==> src/hdl/ipl4ck_pkg.sv <==
// Shared types, constants and offset decode functions for the IPv4 / TCP / UDP
// checksum engine. No dependencies.
`default_nettype none

package ipl4ck_pkg;

    // Checksum related constants
    localparam logic [15:0] UDP_ZERO_SUBST = 16'hFFFF;
    localparam logic [15:0] OFFSET_MAX     = 16'hFFFF;

    localparam logic [7:0]  PROTO_TCP      = 8'd6;
    localparam logic [7:0]  PROTO_UDP      = 8'd17;

    localparam logic [1:0]  KIND_NONE      = 2'd0;
    localparam logic [1:0]  KIND_TCP       = 2'd1;
    localparam logic [1:0]  KIND_UDP       = 2'd2;

    // Fixed byte offsets inside the IPv4 header
    localparam logic [15:0] OFF_VER_IHL    = 16'd0;
    localparam logic [15:0] OFF_LEN_HI     = 16'd2;
    localparam logic [15:0] OFF_LEN_LO     = 16'd3;
    localparam logic [15:0] OFF_PROTO      = 16'd9;
    localparam logic [15:0] OFF_CSUM_HI    = 16'd10;
    localparam logic [15:0] OFF_CSUM_LO    = 16'd11;
    localparam logic [15:0] OFF_LEN_END    = 16'd4;
    localparam logic [15:0] OFF_ADDR_FIRST = 16'd12;
    localparam logic [15:0] OFF_ADDR_LAST  = 16'd19;
    localparam logic [5:0]  MIN_HDR_BYTES  = 6'd20;

    // Checksum field position relative to the L4 header
    localparam logic [6:0]  TCP_CSUM_REL   = 7'd16;
    localparam logic [6:0]  UDP_CSUM_REL   = 7'd6;

    // Sum widths: header covers at most 30 words, segment at most 32762 words
    localparam int HDR_SUM_W = 21;
    localparam int SEG_SUM_W = 31;

    typedef struct packed {
        logic [HDR_SUM_W-1:0] hdr_sum;
        logic [SEG_SUM_W-1:0] seg_sum;
        logic [16:0]          pseudo;     // protocol plus L4 length
        logic [1:0]           kind;
        logic                 short_pkt;
    } t_cap;

    // Byte at offset p counts toward the IPv4 header sum
    function automatic logic hdr_pred(input logic [15:0] p, input logic [5:0] hb,
                                      input logic [15:0] tl);
        logic in_hdr;
        in_hdr = (p < {10'd0, hb}) && (p != OFF_CSUM_HI) && (p != OFF_CSUM_LO);
        return in_hdr && ((p < OFF_LEN_END) || (p < tl));
    endfunction

    // Byte at offset p counts toward the pseudo-header plus segment sum
    function automatic logic seg_pred(input logic [15:0] p, input logic [5:0] hb,
                                      input logic [15:0] tl, input logic [7:0] proto);
        logic       addr;
        logic       body;
        logic [6:0] tcp_c;
        logic [6:0] udp_c;
        logic       skip;
        addr  = (p >= OFF_ADDR_FIRST) && (p <= OFF_ADDR_LAST);
        body  = (hb >= MIN_HDR_BYTES) && (p >= {10'd0, hb}) && (p < tl);
        tcp_c = {1'b0, hb} + TCP_CSUM_REL;
        udp_c = {1'b0, hb} + UDP_CSUM_REL;
        skip  = ((proto == PROTO_TCP) &&
                 ((p == {9'd0, tcp_c}) || (p == {9'd0, tcp_c + 7'd1}))) ||
                ((proto == PROTO_UDP) &&
                 ((p == {9'd0, udp_c}) || (p == {9'd0, udp_c + 7'd1})));
        return addr || (body && !skip);
    endfunction

endpackage

`default_nettype wire

==> src/hdl/ipl4ck_if.sv <==
// Valid/ready channel interfaces for packet bytes and checksum results.
// Uses no package.
`default_nettype none

interface ipl4ck_byte_if;
    logic       valid;
    logic       ready;
    logic [7:0] data_byte;
    logic       last;

    modport source (output valid, output data_byte, output last, input ready);
    modport sink   (input valid, input data_byte, input last, output ready);
endinterface

interface ipl4ck_result_if;
    logic        valid;
    logic        ready;
    logic [15:0] ip_checksum;
    logic [15:0] l4_checksum;
    logic [1:0]  l4_kind;
    logic        short_packet;

    modport source (output valid, output ip_checksum, output l4_checksum,
                    output l4_kind, output short_packet, input ready);
    modport sink   (input valid, input ip_checksum, input l4_checksum,
                    input l4_kind, input short_packet, output ready);
endinterface

`default_nettype wire

==> src/hdl/ipl4ck_accum.sv <==
// Byte input register and per-packet accumulator: parses header fields and
// sums header and segment words. Depends on ipl4ck_pkg and ipl4ck_byte_if.
`default_nettype none

module ipl4ck_accum
    import ipl4ck_pkg::*;
(
    input  wire logic   i_clk,
    input  wire logic   i_rst_n,
    ipl4ck_byte_if.sink i_byte,
    output t_cap        o_cap,
    output logic        o_cap_valid,
    input  wire logic   i_cap_ready
);

    logic                 r_in_valid;
    logic [7:0]           r_in_byte;
    logic                 r_in_last;

    logic [15:0]          r_offset;
    logic [5:0]           r_hdr_bytes;
    logic [15:0]          r_total_len;
    logic [7:0]           r_proto;
    logic [HDR_SUM_W-1:0] r_hdr_sum;
    logic [SEG_SUM_W-1:0] r_seg_sum;
    logic [7:0]           r_held;

    logic                 r_cap_valid;
    t_cap                 r_cap;

    logic                 cap_can_load;
    logic                 consume;
    logic [5:0]           eff_hb;
    logic [15:0]          eff_tl;
    logic [7:0]           eff_proto;
    logic                 odd;
    logic [15:0]          off_even;
    logic [7:0]           hi_byte;
    logic                 hdr_hi_en;
    logic                 hdr_lo_en;
    logic                 seg_hi_en;
    logic                 seg_lo_en;
    logic [15:0]          hdr_add;
    logic [15:0]          seg_add;
    logic [HDR_SUM_W-1:0] hdr_sum_nx;
    logic [SEG_SUM_W-1:0] seg_sum_nx;
    logic [1:0]           kind;
    logic [15:0]          l4_len;
    t_cap                 n_cap;

    assign cap_can_load = !r_cap_valid || i_cap_ready;
    assign consume      = r_in_valid && (!r_in_last || cap_can_load);
    assign i_byte.ready = !r_in_valid || consume;

    // Header fields as they stand after this byte
    always_comb begin
        eff_hb    = r_hdr_bytes;
        eff_tl    = r_total_len;
        eff_proto = r_proto;
        case (r_offset)
            OFF_VER_IHL: eff_hb    = {r_in_byte[3:0], 2'b00};
            OFF_LEN_HI:  eff_tl    = {r_in_byte, 8'h00};
            OFF_LEN_LO:  eff_tl    = {r_total_len[15:8], r_in_byte};
            OFF_PROTO:   eff_proto = r_in_byte;
            default:     ;
        endcase
    end

    // One 16-bit addend per sum: high byte at the even offset, low byte at the odd one.
    // A last byte at an even offset pads as a high byte.
    assign odd       = r_offset[0];
    assign off_even  = {r_offset[15:1], 1'b0};
    assign hi_byte   = odd ? r_held : r_in_byte;
    assign hdr_hi_en = (odd || r_in_last) && hdr_pred(off_even, eff_hb, eff_tl);
    assign hdr_lo_en = odd && hdr_pred(r_offset, eff_hb, eff_tl);
    assign seg_hi_en = (odd || r_in_last) && seg_pred(off_even, eff_hb, eff_tl, eff_proto);
    assign seg_lo_en = odd && seg_pred(r_offset, eff_hb, eff_tl, eff_proto);
    assign hdr_add   = {hdr_hi_en ? hi_byte : 8'h00, hdr_lo_en ? r_in_byte : 8'h00};
    assign seg_add   = {seg_hi_en ? hi_byte : 8'h00, seg_lo_en ? r_in_byte : 8'h00};

    assign hdr_sum_nx = r_hdr_sum + {{(HDR_SUM_W-16){1'b0}}, hdr_add};
    assign seg_sum_nx = r_seg_sum + {{(SEG_SUM_W-16){1'b0}}, seg_add};

    always_comb begin
        kind = KIND_NONE;
        if (eff_hb >= MIN_HDR_BYTES) begin
            if (eff_proto == PROTO_TCP) begin
                kind = KIND_TCP;
            end else if (eff_proto == PROTO_UDP) begin
                kind = KIND_UDP;
            end
        end
    end

    assign l4_len          = eff_tl - {10'd0, eff_hb};
    assign n_cap.hdr_sum   = hdr_sum_nx;
    assign n_cap.seg_sum   = seg_sum_nx;
    assign n_cap.pseudo    = {9'd0, eff_proto} + {1'b0, l4_len};
    assign n_cap.kind      = kind;
    assign n_cap.short_pkt = ({1'b0, r_offset} + 17'd1) < {1'b0, eff_tl};

    always_ff @(posedge i_clk) begin
        if (!i_rst_n) begin
            r_in_valid  <= 1'b0;
            r_cap_valid <= 1'b0;
            r_offset    <= '0;
            r_hdr_bytes <= '0;
            r_total_len <= '0;
            r_proto     <= '0;
            r_hdr_sum   <= '0;
            r_seg_sum   <= '0;
            r_held      <= '0;
        end else begin
            if (i_byte.valid && i_byte.ready) begin
                r_in_valid <= 1'b1;
            end else if (consume) begin
                r_in_valid <= 1'b0;
            end

            if (consume && r_in_last) begin
                r_cap_valid <= 1'b1;
            end else if (i_cap_ready) begin
                r_cap_valid <= 1'b0;
            end

            if (consume) begin
                if (r_in_last) begin
                    // clear for the next packet
                    r_offset    <= '0;
                    r_hdr_bytes <= '0;
                    r_total_len <= '0;
                    r_proto     <= '0;
                    r_hdr_sum   <= '0;
                    r_seg_sum   <= '0;
                    r_held      <= '0;
                end else begin
                    if (r_offset != OFFSET_MAX) begin
                        r_offset <= r_offset + 16'd1;
                    end
                    r_hdr_bytes <= eff_hb;
                    r_total_len <= eff_tl;
                    r_proto     <= eff_proto;
                    r_hdr_sum   <= hdr_sum_nx;
                    r_seg_sum   <= seg_sum_nx;
                    r_held      <= odd ? 8'h00 : r_in_byte;
                end
            end
        end
    end

    always_ff @(posedge i_clk) begin
        if (i_byte.valid && i_byte.ready) begin
            r_in_byte <= i_byte.data_byte;
            r_in_last <= i_byte.last;
        end
        if (consume && r_in_last) begin
            r_cap <= n_cap;
        end
    end

    assign o_cap       = r_cap;
    assign o_cap_valid = r_cap_valid;

endmodule

`default_nettype wire

==> src/hdl/ipl4ck_fold.sv <==
// Two-stage fold and invert of the captured sums into the result register.
// Depends on ipl4ck_pkg and ipl4ck_result_if.
`default_nettype none

module ipl4ck_fold
    import ipl4ck_pkg::*;
(
    input  wire logic         i_clk,
    input  wire logic         i_rst_n,
    input  wire t_cap         i_cap,
    input  wire logic         i_cap_valid,
    output logic              o_cap_ready,
    ipl4ck_result_if.source   o_result
);

    logic        r_mid_valid;
    logic [16:0] r_hdr_f1;
    logic [31:0] r_seg_tot;
    logic [1:0]  r_mid_kind;
    logic        r_mid_short;

    logic        r_out_valid;
    logic [15:0] r_ip;
    logic [15:0] r_l4;
    logic [1:0]  r_kind;
    logic        r_short;

    logic        out_can_load;
    logic        mid_can_load;
    logic        mid_load;
    logic        out_load;
    logic [15:0] hdr_f2;
    logic [16:0] seg_f1;
    logic [15:0] seg_f2;
    logic [15:0] l4_inv;
    logic [15:0] n_l4;

    assign out_can_load = !r_out_valid || o_result.ready;
    assign mid_can_load = !r_mid_valid || out_can_load;
    assign o_cap_ready  = mid_can_load;
    assign mid_load     = i_cap_valid && mid_can_load;
    assign out_load     = r_mid_valid && out_can_load;

    // Second fold needs only the carry bit added back in
    assign hdr_f2 = r_hdr_f1[15:0] + {15'd0, r_hdr_f1[16]};
    assign seg_f1 = {1'b0, r_seg_tot[31:16]} + {1'b0, r_seg_tot[15:0]};
    assign seg_f2 = seg_f1[15:0] + {15'd0, seg_f1[16]};
    assign l4_inv = ~seg_f2;

    always_comb begin
        case (r_mid_kind)
            KIND_TCP: n_l4 = l4_inv;
            KIND_UDP: n_l4 = (l4_inv == 16'h0000) ? UDP_ZERO_SUBST : l4_inv;
            default:  n_l4 = 16'h0000;
        endcase
    end

    always_ff @(posedge i_clk) begin
        if (!i_rst_n) begin
            r_mid_valid <= 1'b0;
            r_out_valid <= 1'b0;
        end else begin
            if (mid_can_load) begin
                r_mid_valid <= i_cap_valid;
            end
            if (out_can_load) begin
                r_out_valid <= r_mid_valid;
            end
        end
    end

    always_ff @(posedge i_clk) begin
        if (mid_load) begin
            r_hdr_f1    <= {1'b0, 11'd0, i_cap.hdr_sum[HDR_SUM_W-1:16]}
                           + {1'b0, i_cap.hdr_sum[15:0]};
            r_seg_tot   <= {1'b0, i_cap.seg_sum} + {15'd0, i_cap.pseudo};
            r_mid_kind  <= i_cap.kind;
            r_mid_short <= i_cap.short_pkt;
        end
        if (out_load) begin
            r_ip    <= ~hdr_f2;
            r_l4    <= n_l4;
            r_kind  <= r_mid_kind;
            r_short <= r_mid_short;
        end
    end

    assign o_result.valid        = r_out_valid;
    assign o_result.ip_checksum  = r_ip;
    assign o_result.l4_checksum  = r_l4;
    assign o_result.l4_kind      = r_kind;
    assign o_result.short_packet = r_short;

endmodule

`default_nettype wire

==> src/hdl/ipv4_l4_checksum_offload.sv <==
// Top level of the IPv4 header and TCP/UDP checksum engine.
// Depends on ipl4ck_pkg, ipl4ck_if, ipl4ck_accum and ipl4ck_fold.
//
// Feed an IPv4 packet one byte per item in network order on i_byte, with last
// set on its final byte. While i_byte.ready is high the block takes one byte
// every clock cycle with no gaps, also across packet boundaries: the first
// byte of the next packet may follow the last byte of the previous one
// directly. Each packet yields one result item on o_result: the last byte
// passes the input register, is summed in the accumulator into the capture
// register, is folded once in the middle stage and folded again and inverted
// into the output register. A result that waits on o_result.ready does not
// stall byte intake; only a packet end that reaches the accumulator while
// the capture, middle and output stages are all full and o_result.ready is
// low holds i_byte.ready low.
// The result carries the IPv4 header checksum (checksum field taken as zero),
// the TCP or UDP checksum with pseudo-header (zero when l4_kind is other; a
// UDP value of zero is sent as 0xFFFF) and a flag for a packet that ended
// before its total length. Bytes past the total length are ignored, and the
// packet is not modified.
`default_nettype none

module ipv4_l4_checksum_offload
    import ipl4ck_pkg::*;
(
    input  wire logic       i_clk,
    input  wire logic       i_rst_n,
    ipl4ck_byte_if.sink     i_byte,
    ipl4ck_result_if.source o_result
);

    t_cap cap;
    logic cap_valid;
    logic cap_ready;

    // Parse and accumulate one byte per cycle unless a packet end waits on a full fold stage
    ipl4ck_accum u_accum (
        .i_clk       (i_clk),
        .i_rst_n     (i_rst_n),
        .i_byte      (i_byte),
        .o_cap       (cap),
        .o_cap_valid (cap_valid),
        .i_cap_ready (cap_ready)
    );

    // Fold, invert and present the packet result
    ipl4ck_fold u_fold (
        .i_clk       (i_clk),
        .i_rst_n     (i_rst_n),
        .i_cap       (cap),
        .i_cap_valid (cap_valid),
        .o_cap_ready (cap_ready),
        .o_result    (o_result)
    );

endmodule

`default_nettype wire
==> src/flat_wrapper.sv <==
// flat-port wrapper written by rule: the top's interface ports become plain ports
module ipv4_l4_checksum_offload_flat import ipl4ck_pkg::*;
  (i_clk, i_rst_n, i_byte_valid, i_byte_data_byte, i_byte_last, i_byte_ready, o_result_valid, o_result_ip_checksum, o_result_l4_checksum, o_result_l4_kind, o_result_short_packet, o_result_ready);
  ipl4ck_byte_if i_byte_i ();
  ipl4ck_result_if o_result_i ();
  input  wire logic i_clk;
  input  wire logic i_rst_n;
  input wire logic [$bits(i_byte_i.valid)-1:0] i_byte_valid;
  input wire logic [$bits(i_byte_i.data_byte)-1:0] i_byte_data_byte;
  input wire logic [$bits(i_byte_i.last)-1:0] i_byte_last;
  output wire logic [$bits(i_byte_i.ready)-1:0] i_byte_ready;
  output wire logic [$bits(o_result_i.valid)-1:0] o_result_valid;
  output wire logic [$bits(o_result_i.ip_checksum)-1:0] o_result_ip_checksum;
  output wire logic [$bits(o_result_i.l4_checksum)-1:0] o_result_l4_checksum;
  output wire logic [$bits(o_result_i.l4_kind)-1:0] o_result_l4_kind;
  output wire logic [$bits(o_result_i.short_packet)-1:0] o_result_short_packet;
  input wire logic [$bits(o_result_i.ready)-1:0] o_result_ready;
  assign i_byte_i.valid = i_byte_valid;
  assign i_byte_i.data_byte = i_byte_data_byte;
  assign i_byte_i.last = i_byte_last;
  assign i_byte_ready = i_byte_i.ready;
  assign o_result_valid = o_result_i.valid;
  assign o_result_ip_checksum = o_result_i.ip_checksum;
  assign o_result_l4_checksum = o_result_i.l4_checksum;
  assign o_result_l4_kind = o_result_i.l4_kind;
  assign o_result_short_packet = o_result_i.short_packet;
  assign o_result_i.ready = o_result_ready;
  ipv4_l4_checksum_offload u_core (.i_clk(i_clk), .i_rst_n(i_rst_n), .i_byte(i_byte_i), .o_result(o_result_i));
endmodule
==> config.mk <==
export PLATFORM = sky130hd
export DESIGN_NAME = ipv4_l4_checksum_offload_flat
export DESIGN_NICKNAME = d
export VERILOG_FILES = /design/src/hdl/ipl4ck_pkg.sv /design/src/hdl/ipl4ck_if.sv /design/src/hdl/ipl4ck_accum.sv /design/src/hdl/ipl4ck_fold.sv /design/src/hdl/ipv4_l4_checksum_offload.sv /design/src/flat_wrapper.sv
export SDC_FILE = /design/constraint.sdc
export NUM_CORES = 1
export LEC_CHECK = 0
export ABC_AREA = 1
export ABC_CLOCK_PERIOD_IN_PS = 7100
export BUFFER_PORTS_ARGS = -buffer_cell sky130_fd_sc_hd__buf_2
export CORE_ASPECT_RATIO = 0.6
export CORE_MARGIN = 2
export CORE_UTILIZATION = 60
export DETAILED_ROUTE_END_ITERATION = 7
export GPL_TIMING_DRIVEN = 0
export PLACE_DENSITY = 0.8
export SETUP_SLACK_MARGIN = 0.2
export SLEW_MARGIN = 20
export SYNTH_ARGS = -nofsm -noshare
export SYNTH_HDL_FRONTEND = slang
export SYNTH_SLANG_ARGS = --single-unit
==> constraint.sdc <==
create_clock -name i_clk -period 7.1 [get_ports i_clk]
set_clock_uncertainty 0.15 [all_clocks]
set_input_delay 2.13 -clock i_clk [delete_from_list [all_inputs] [get_ports i_clk]]
set_output_delay 2.13 -clock i_clk [all_outputs]
set_load 0.005 [all_outputs]
After elaboration in Yosys (flattened, before gate mapping) --
Cells that the tools add are included.
Storage, ports and cells: flip-flop bits (word level) 278, bits of input ports 13, output and inout port bits 37, logic and storage cells 159
Cells by class: $add $sub $neg 15, $lt $le $gt $ge 14, eq/ne operators 19, multiplexer cells 25, bitwise gates (word level) 3, reduce and logical (&&, ||, !) cells 56
Operator list (count):
- == test 16 x 7 -> 1 bit | 8
- two-way mux 8 bit | 9
- two-way mux 16 bit | 4
- case mux 16 bit (2 select lines) | 2
- adder 16 x 1 -> 16 bit | 2
- adder 31 x 17 -> 32 bit | 1
- == test 16 x 2 -> 1 bit, second input constant | 2
- >= comparator 16 x 4 -> 1 bit, second input constant | 2
- >= comparator 16 x 6 -> 1 bit | 2
- less-or-equal comparator 16 x 5 -> 1 bit, second input constant | 2
- zero test 16 bit | 2
- less-than comparator 16 bit | 2
- less-than comparator 16 x 3 -> 1 bit, second input constant | 2
- less-than comparator 16 x 6 -> 1 bit | 2
- inequality test 16 x 4 -> 1 bit, second input constant | 2
- NOT 16 bit | 2
- adder 31 x 16 -> 31 bit | 1
- two-way mux 31 bit | 1
- logical AND 1 bit | 26
- adder 21 x 16 -> 21 bit | 1
- two-way mux 21 bit | 1
- adder 16 x 1 -> 17 bit, second input constant | 1
- adder 16 x 16 -> 17 bit | 1
- adder 5 x 16 -> 17 bit | 1
- other kinds (24) | 53

Depth between registers and ports, before layout --
Gate-level depths: netlist of the first run.
depth in word-level cells 15, mapped depth 43, mapped depth without buffers 42

Hierarchy --
A second synthesis of the first run with hierarchy kept.
Unflattened totals: cell total of the unflattened synthesis 2220, area total of the unflattened synthesis 18196.2 um^2
By module, submodules not included:
- ipl4ck_accum | times used 1, cells an instance 1531, area each 12070.3 um^2, sequential area each 4594.4 um^2
- ipl4ck_fold | times used 1, cells an instance 689, area each 6125.9 um^2, sequential area each 2652.5 um^2

Least setup slack after synthesis of the first run --
Ideal clock, no wire load.
path type reg-to-reg, start point register u_core.u_accum.r_offset[0], end point register u_core.u_accum.r_cap, in the netlist u_core.u_accum.o_cap[50] (data pin), setup time 255 ps, arrival 5074 ps, data required time 6695 ps, setup slack 1621 ps, stages on the path, launching flop included 40, path buffers 1, period minus slack after synthesis 5479 ps, cells stage by stage dfxtp_1 -> inv_1 -> clkbuf_1 -> ha_1 -> nand2_2 -> nor2_4 -> nand2_4 -> o21ai_2 -> inv_1 -> ha_1 -> nand2_1 -> inv_1 -> or2_2 -> nand2_1 -> nand2_1 -> inv_2 -> nand3_1 -> nand2_1 -> [... 4 more ...] -> nand2_1 -> nand2_1 -> nand2_1 -> nand2_2 -> nand2_4 -> nor2_2 -> ha_1 -> fa_1 -> a21oi_1 -> o21bai_1 -> a21oi_1 -> o21ai_2 -> a21oi_1 -> o21ai_1 -> nand3_1 -> nor2_2 -> nand4_1 -> and2_1
RTL lines:
- start, declared | line ipl4ck_accum.sv:20 | logic [15:0] r_offset;
- start signal, assigned | line ipl4ck_accum.sv:138 | r_offset <= r_offset + 16'd1;
- end signal, assigned | line ipl4ck_accum.sv:157 | r_cap <= n_cap;
- end, declared | line ipl4ck_accum.sv:29 | t_cap r_cap;

==> out/results.tsv, run 1 <==
stage	metric	value	unit
run_status	status	finished clean	
layout	leading cell type in the layout, fill and taps excluded	nand2_1	
layout	area grow syn2layout	10.4	%
layout	most frequent cells in the layout	nand2_1, a21oi_1, inv_1	
timing	slew margin rel.	37.5	%
timing	maximum clock frequency	0.153	GHz
clocking	root buf cell	clkbuf_16	
worst_setup_path	reg-to-reg startpoint	u_core.u_accum.r_offset[0]	
placement	port buffer count	49	
die	Die X	226	µm
layout	Fillers	2341	
worst_setup_path	CP Data Arrival Time	6.88	ns
grt	global-route wire length before repair	74.0	mm
timing	worst slew pin tran	0.938	ns
grt	vias in the first global route	14100	
grt	gr ovfl total	0	
power	cell area power density	187	nW/µm²
min_path	worst hold path type	reg -> reg	
drt	Initial DRT Pass Iterations	5	
drt	DR iter-0 viols	1614	
yosys	post-synth cell types	65	
yosys	largest family of logic cells by synthesized area	simple AND/OR/NAND/NOR gates	
worst_setup_path	Critical Path Fanout Max	12	
drt	Final ANT Viol Nets	0	
worst_setup_path	CP most frequent cell	nand2_1	
yosys	ys async rst share	0	%
yosys	YS warnings	0	
drt	via count	15100	
timing	unrepaired setup endpoints after global routing	no	
drt	vias per cell	5.76	
die	die area	30900	µm²
power	P_leak	0.00833	µW
yosys	post-synthesis simple-gate area fraction	23.4	%
layout	Final nets	2384	
clocking	CTS max path bufs	3	
min_path	Worst Hold Path EP	u_core.u_fold.r_mid_kind[1]	
yosys	Adder-Cell Fraction of Synth Area	10.5	%
timing	Final Hold Viols	0	
layout	number of diodes	0	
yosys	post-synthesis mux area share	0	%
placement	post-place setup slack	-0.0674	ns
worst_setup_path	crit path launch type	flop	
worst_setup_path	Critical Path Sink Type	flop	
power	maximum vdd ir drop	0.166	mV
grt	initial antenna violation count	0	
clocking	clock sink count	278	
grt	largest net degree at the start of global routing	53	
yosys	Seq/Total Area, Yosys	41.0	%
min_path	hold_sp	u_core.u_accum.o_cap[2]	
grt	Total Routing Usage GR	30.6	%
timing	Final Max Tran Viols	0	
timing	post-route minimum period	6.55	ns
drt	wire per inst	17.9	µm
clocking	clk_lat worst skew	0.56	ns
worst_setup_path	Setup CP Type	reg -> reg	
die	row count	48	
yosys	Main synth FF type	edfxtp_1	
clocking	TritonCTS Buffers	28	
yosys	syn avg cell area	8.25	µm²
yosys	Mapped Area	17700	µm²
die	CORE AREA	28800	µm²
yosys	Compound-Gate Fraction of Synth Area	11.3	%
min_path	hold path depth	0	
timing	final setup margin	0.546	ns
clocking	CTS Hold Bufs	0	
flow_run	MaxCap Viol Count	0	
worst_setup_path	reg2reg end	u_core.u_accum.r_seg_sum[26]	
worst_setup_path	critical path's largest stage delay	0.49	ns
yosys	Synth Area in XOR/XNOR	7.62	%
yosys	Mapped Cells	2141	
clocking	CTS tree	done	
placement	Post-DP HPWL	36.3	mm
drt	DRC	0	
die	Die H	137	µm
drt	final WL	47.0	mm
layout	multi-input combinational cell area	9420	µm²
power	total chip power	3650	µW
layout	layout cells sized above 1	10.1	%
timing	Tcrit/Tclk final	92.3	%
yosys	Post-synth EDFFs	168	
worst_setup_path	Reg2Reg Depth	37	
layout	register area	7250	µm²
clocking	H-tree levels	1	
layout	Design Area, Final	19500	µm²
worst_setup_path	reg2reg setup slack	0.55	ns
placement	placer congestion estimate	1.02	
placement	Placed Area	18500	µm²
die	io pins	50	
clocking	Worst-path clk slew	0.07	ns
timing	final setup fails	0	
die	Initial Util	61.3	%
worst_setup_path	WP data required	7.43	ns
yosys	Syn Nets	2297	
yosys	#FFs+latches synth	278	
worst_setup_path	Crit-path slowest cell	fa_1	
power breakdown:
group          total (µW)  leakage (µW)  switching, µW  internal, µW
clock network        1510      0.000451            644           869
registers            1760       0.00237           19.4          1740
logic                 371       0.00551            259           112
total                3650       0.00833            923          2720
synthesized netlist by cell type, types with 9 or more instances:
cell type,count,area (µm²)
a21oi_1,227,1140
nand2_2,20,125
nor2_2,21,131
inv_1,216,811
nand4_1,25,156
nor4_1,9,56.3
nor2_1,158,593
o21ai_1,11,55.1
nor3_1,25,125
nand3_1,109,546
xor2_1,102,893
dfxtp_1,110,2200
o21ai_0,53,265
ha_1,135,1690
clkbuf_1,31,116
edfxtp_1,168,5040
inv_2,14,52.6
nand2_1,526,1970
xnor2_1,48,420
cells by family after synthesis:
kind of cell,after synthesis
buffers and inverters,277
AND/OR/NAND/NOR,934
flip-flops,278
XOR/XNOR,152
AO/OA/AOI/OAI,357
adder cells (fa/ha/maj),143
sequential cells by signal, indices dropped and copies added (netlist names), 2 cells and up:
register	cells
u_core.u_accum.r_hdr_sum	21
u_core.u_fold.o_result.l4_checksum	16
u_core.u_fold.o_result.l4_kind	2
u_core.u_accum.r_in_byte	8
u_core.u_accum.r_offset	16
u_core.u_accum.r_seg_sum	31
u_core.u_fold.r_mid_kind	2
u_core.u_accum.r_hdr_bytes	6
u_core.u_accum.r_proto	8
u_core.u_fold.r_hdr_f1	17
u_core.u_fold.o_result.ip_checksum	16
u_core.u_accum.o_cap	72
u_core.u_fold.r_seg_tot	32
u_core.u_accum.r_total_len	16
u_core.u_accum.r_held	8
critical path, delay by kind of cell, from the launching register on:
| kind | cells | cell delay (ns) |
|---|---|---|
| AOI/OAI and AO/OA | 9 | 1.48 |
| xor gates and xnor gates | 1 | 0.21 |
| adders and majority gates | 4 | 1.34 |
| buffers and inverters | 4 | 0.77 |
| DFF | 1 | 0.41 |
| and+or+nand+nor | 19 | 2.08 |
what timing repair did:
item	in CTS	in global routing
resized for setup	2	17
setup endpoints to repair	12	41
hold endpoints to repair	0	0
buffers inserted	0	5
pin swaps	0	3
layer usage:
layer / vias up / track usage, % / routed length, µm / share of wire, %
met5: - / 0 / 0 / 0
met4: 0 / 6.29 / 847 / 1.8
met3: 64 / 10.2 / 5640 / 12
met2: 711 / 44.4 / 18700 / 40
met1: 7015 / 44.5 / 21800 / 46
li1: 7343 / - / - / -
area by class of cell:
class / instances / area share (%)
Tap cell: 375 / 2.41
Sequential cell: 278 / 37.2
Buffer: 43 / 1.04
Timing Repair Buffer: 57 / 1.80
Clock buffer: 42 / 4.17
Multi-Input combinational cell: 1586 / 48.3
Clock inverter: 10 / 0.590
Inverter: 234 / 4.54
worst max-delay path by stage:
stage,from,endpoint,slack (ns),cells past startpoint
floorplan,u_core.u_accum.r_offset[0],u_core.u_accum.o_cap[50],1.62,39
global route,u_core.u_accum.r_offset[0],u_core.u_accum.r_seg_sum[26],0.16,37
finish,u_core.u_accum.r_offset[0],u_core.u_accum.r_seg_sum[26],0.55,37
CTS,u_core.u_accum.r_offset[0],u_core.u_accum.r_seg_sum[26],0.20,37
global placement,u_core.u_accum.r_offset[0],u_core.u_accum.o_cap[50],-0.01,39
detailed placement,u_core.u_accum.r_offset[0],u_core.u_accum.o_cap[50],-0.07,39
per-stage QoR:
| stage | util, % | setup TNS [ns] | cells | hold WS [ns] |
|---|---|---|---|---|
| CTS | 67.3 | 0 | 2620 | 0.278 |
| global route | 67.7 | 0 | 2625 | 0.283 |
| global placement | 63.8 | -0.0128 | 2565 | 0.254 |
| finish | 67.7 | 0 | 2625 | 0.275 |
| floorplan | - | 0 | 2141 | 0.250 |
| detailed placement | 64.0 | -0.113 | 2568 | 0.264 |
No activity file was read; power rests on OpenSTA's default activity.
==> run 2: changes to the inputs <==
--- a/config.mk
+++ b/config.mk
@@ -10,10 +10,11 @@
 export BUFFER_PORTS_ARGS = -buffer_cell sky130_fd_sc_hd__buf_2
 export CORE_ASPECT_RATIO = 0.6
 export CORE_MARGIN = 2
-export CORE_UTILIZATION = 60
+export CORE_UTILIZATION = 64
 export DETAILED_ROUTE_END_ITERATION = 7
 export GPL_TIMING_DRIVEN = 0
-export PLACE_DENSITY = 0.8
+export PLACE_DENSITY = 0.85
+export REMOVE_ABC_BUFFERS = 1
 export SETUP_SLACK_MARGIN = 0.2
 export SLEW_MARGIN = 20
 export SYNTH_ARGS = -nofsm -noshare
==> run 2 against run 1 <==
Setup slack improved by 0.090 ns. Fmax increased by 1.4%. Die area fell by 6.1%. Design area decreased by 1.1%. Routed wire length is 7.5% lower. Critical endpoint is now u_core.u_accum.o_cap[50]. Largest cell class unchanged.
==> out/results.tsv, run 2 (synthesis gave the netlist of run 1 again) <==
stage	metric	value	unit	change
drt	uppermost layer routed	met4		
layout	max FFs per register	72		unchanged
worst_setup_path	Setup CP Type	reg -> reg		
worst_setup_path	WP data required	7.25	ns	-0.18 ns
clocking	H-tree levels	1		unchanged
drt	DR iter-0 viols	1910		+18%
clocking	TritonCTS Buffers	27		-3.6%
drt	wire per inst	16.9	µm	-5.8%
layout	Design Area, Final	19300	µm²	-1.1%
power	maximum vdd ir drop	0.179	mV	+8.0%
drt	via count	15000		-0.98%
timing	post-route minimum period	6.46	ns	-0.0897 ns
layout	layout cells sized above 1	9.38	%	-0.71 points
placement	placer congestion estimate	0.957		-6.6%
drt	met1 WL	19.8	mm	-8.9%
power	cell area power density	183	nW/µm²	-2.3%
grt	Total Routing Usage GR	30.2	%	-0.50 points
clocking	CTS max path bufs	3		unchanged
die	die area	29000	µm²	-6.1%
drt	Final ANT Viol Nets	0		unchanged
die	Initial Util	64.6	%	+3.3 points
grt	largest net degree at the start of global routing	70		+32%
timing	Tcrit/Tclk final	91.1	%	-1.3 points
drt	DRC	0		unchanged
layout	Final nets	2342		-1.8%
clocking	root buf cell	clkbuf_16		
flow_run	MaxCap Viol Count	0		unchanged
die	CORE AREA	27300	µm²	-5.1%
placement	Post-DP HPWL	32.7	mm	-10%
clocking	CTS tree	done		
worst_setup_path	Critical Path Sink Type	flop		
layout	most frequent cells in the layout	nand2_1, a21oi_1, inv_1		
clocking	clk_lat worst skew	0.57	ns	about the same
run_status	status	finished clean		
layout	leading cell type in the layout, fill and taps excluded	nand2_1		
timing	Final Max Tran Viols	0		unchanged
drt	Met3 Routed Length	4.22	mm	-25%
die	Die X	219	µm	-3.1%
die	Die H	133	µm	-3.1%
timing	Final Hold Viols	0		unchanged
timing	post-route worst hold slack	0.266	ns	-0.00819 ns
worst_setup_path	Worst Path Buf+Inv	5		+1
timing	slew margin rel.	40.8	%	+3.3 points
timing	Total Neg Setup Slack	0	ns	unchanged
drt	met2 wire len	18.6	mm	-0.66%
timing	final setup fails	0		unchanged
worst_setup_path	crit path launch type	flop		
placement	port buffer count	49		unchanged
drt	final WL	43.4	mm	-7.5%
min_path	worst hold path type	reg -> reg		
clocking	CTS Hold Bufs	0		unchanged
clocking	Worst-path clk slew	0.07	ns	about the same
worst_setup_path	CP most frequent cell	nand2_1		
worst_setup_path	Crit path max-delay family	simple AND/OR/NAND/NOR gates		
die	io pins	50		unchanged
timing	worst slew pin tran	0.887	ns	-0.0501 ns
timing	unrepaired setup endpoints after global routing	no		
worst_setup_path	CP Data Arrival Time	6.61	ns	-0.27 ns
placement	Placed Area	18400	µm²	-0.35%
grt	vias in the first global route	14200		+0.35%
grt	initial antenna violation count	1		+1
drt	Initial DRT Pass Iterations	6		+1
worst_setup_path	Critical Path Fanout Max	10		-2
worst_setup_path	Crit-path slowest cell	dfxtp_1		
die	row count	47		-2.1%
worst_setup_path	critical path's largest stage delay	0.40	ns	-0.09 ns
power	P_leak	0.00821	µW	-1.4%
grt	global-route wire length before repair	70.5	mm	-4.7%
clocking	clock sink count	278		unchanged
grt	gr ovfl total	0		unchanged
timing	maximum clock frequency	0.155	GHz	+1.4%
drt	vias per cell	5.82		+0.94%
layout	area grow syn2layout	9.16	%	
run 2: layout make-up:
| cell class | instances | area [µm²] |
|---|---|---|
| diodes | 1 | 2.50 |
| clock buffers | 38 | 717 |
| clock inverters | 12 | 124 |
| fillers | 2067 | 8060 |
| inverters | 234 | 891 |
| multi-input cells | 1586 | 9390 |
| flip-flops and latches | 278 | 7250 |
| well taps | 367 | 459 |
| repair buffers | 59 | 450 |
run 2: power breakdown:
part | internal (µW) | switching [µW]
Combinational | 114 | 249
Sequential | 1740 | 22.4
Clock | 782 | 614
run 2: worst paths after layout:
| check | from | end | slack, ns | depth (start not counted) |
|---|---|---|---|---|
| worst max-delay path | u_core.u_accum.r_offset[1] | u_core.u_accum.o_cap[50] | 0.64 | 38 |
| worst min-delay path | u_core.u_accum.o_cap[2] | u_core.u_fold.r_mid_kind[1] | 0.27 | 0 |
| worst max register to register | u_core.u_accum.r_offset[1] | u_core.u_accum.o_cap[50] | 0.64 | 38 |
| worst min register to register | u_core.u_accum.o_cap[2] | u_core.u_fold.r_mid_kind[1] | 0.27 | 0 |
run 2: what timing repair did:
action | 4_1_cts | 5_1_grt
endpoints found under the setup margin | 15 | 13
buffers inserted | 2 | 0
resized for setup | 2 | 6
run 2: per-layer routing:
layer / track usage [%] / vias up
met4: 6.61 / 0
met3: 6.32 / 82
met1: 44.3 / 6971
met5: 0 / -
li1: - / 7266
met2: 46.0 / 665
run 2: metrics by stage:
stage,std cells,util (%),power [µW],worst slack [ns]
after CTS,2574,70.4,3530,0.474
after detailed placement,2522,67.3,2150,-0.0492
after global routing,2574,70.5,3640,0.266
after floorplan,2098,-,2040,-0.506
after global placement,2514,66.5,2130,-4.00
final,2575,70.5,3520,0.635
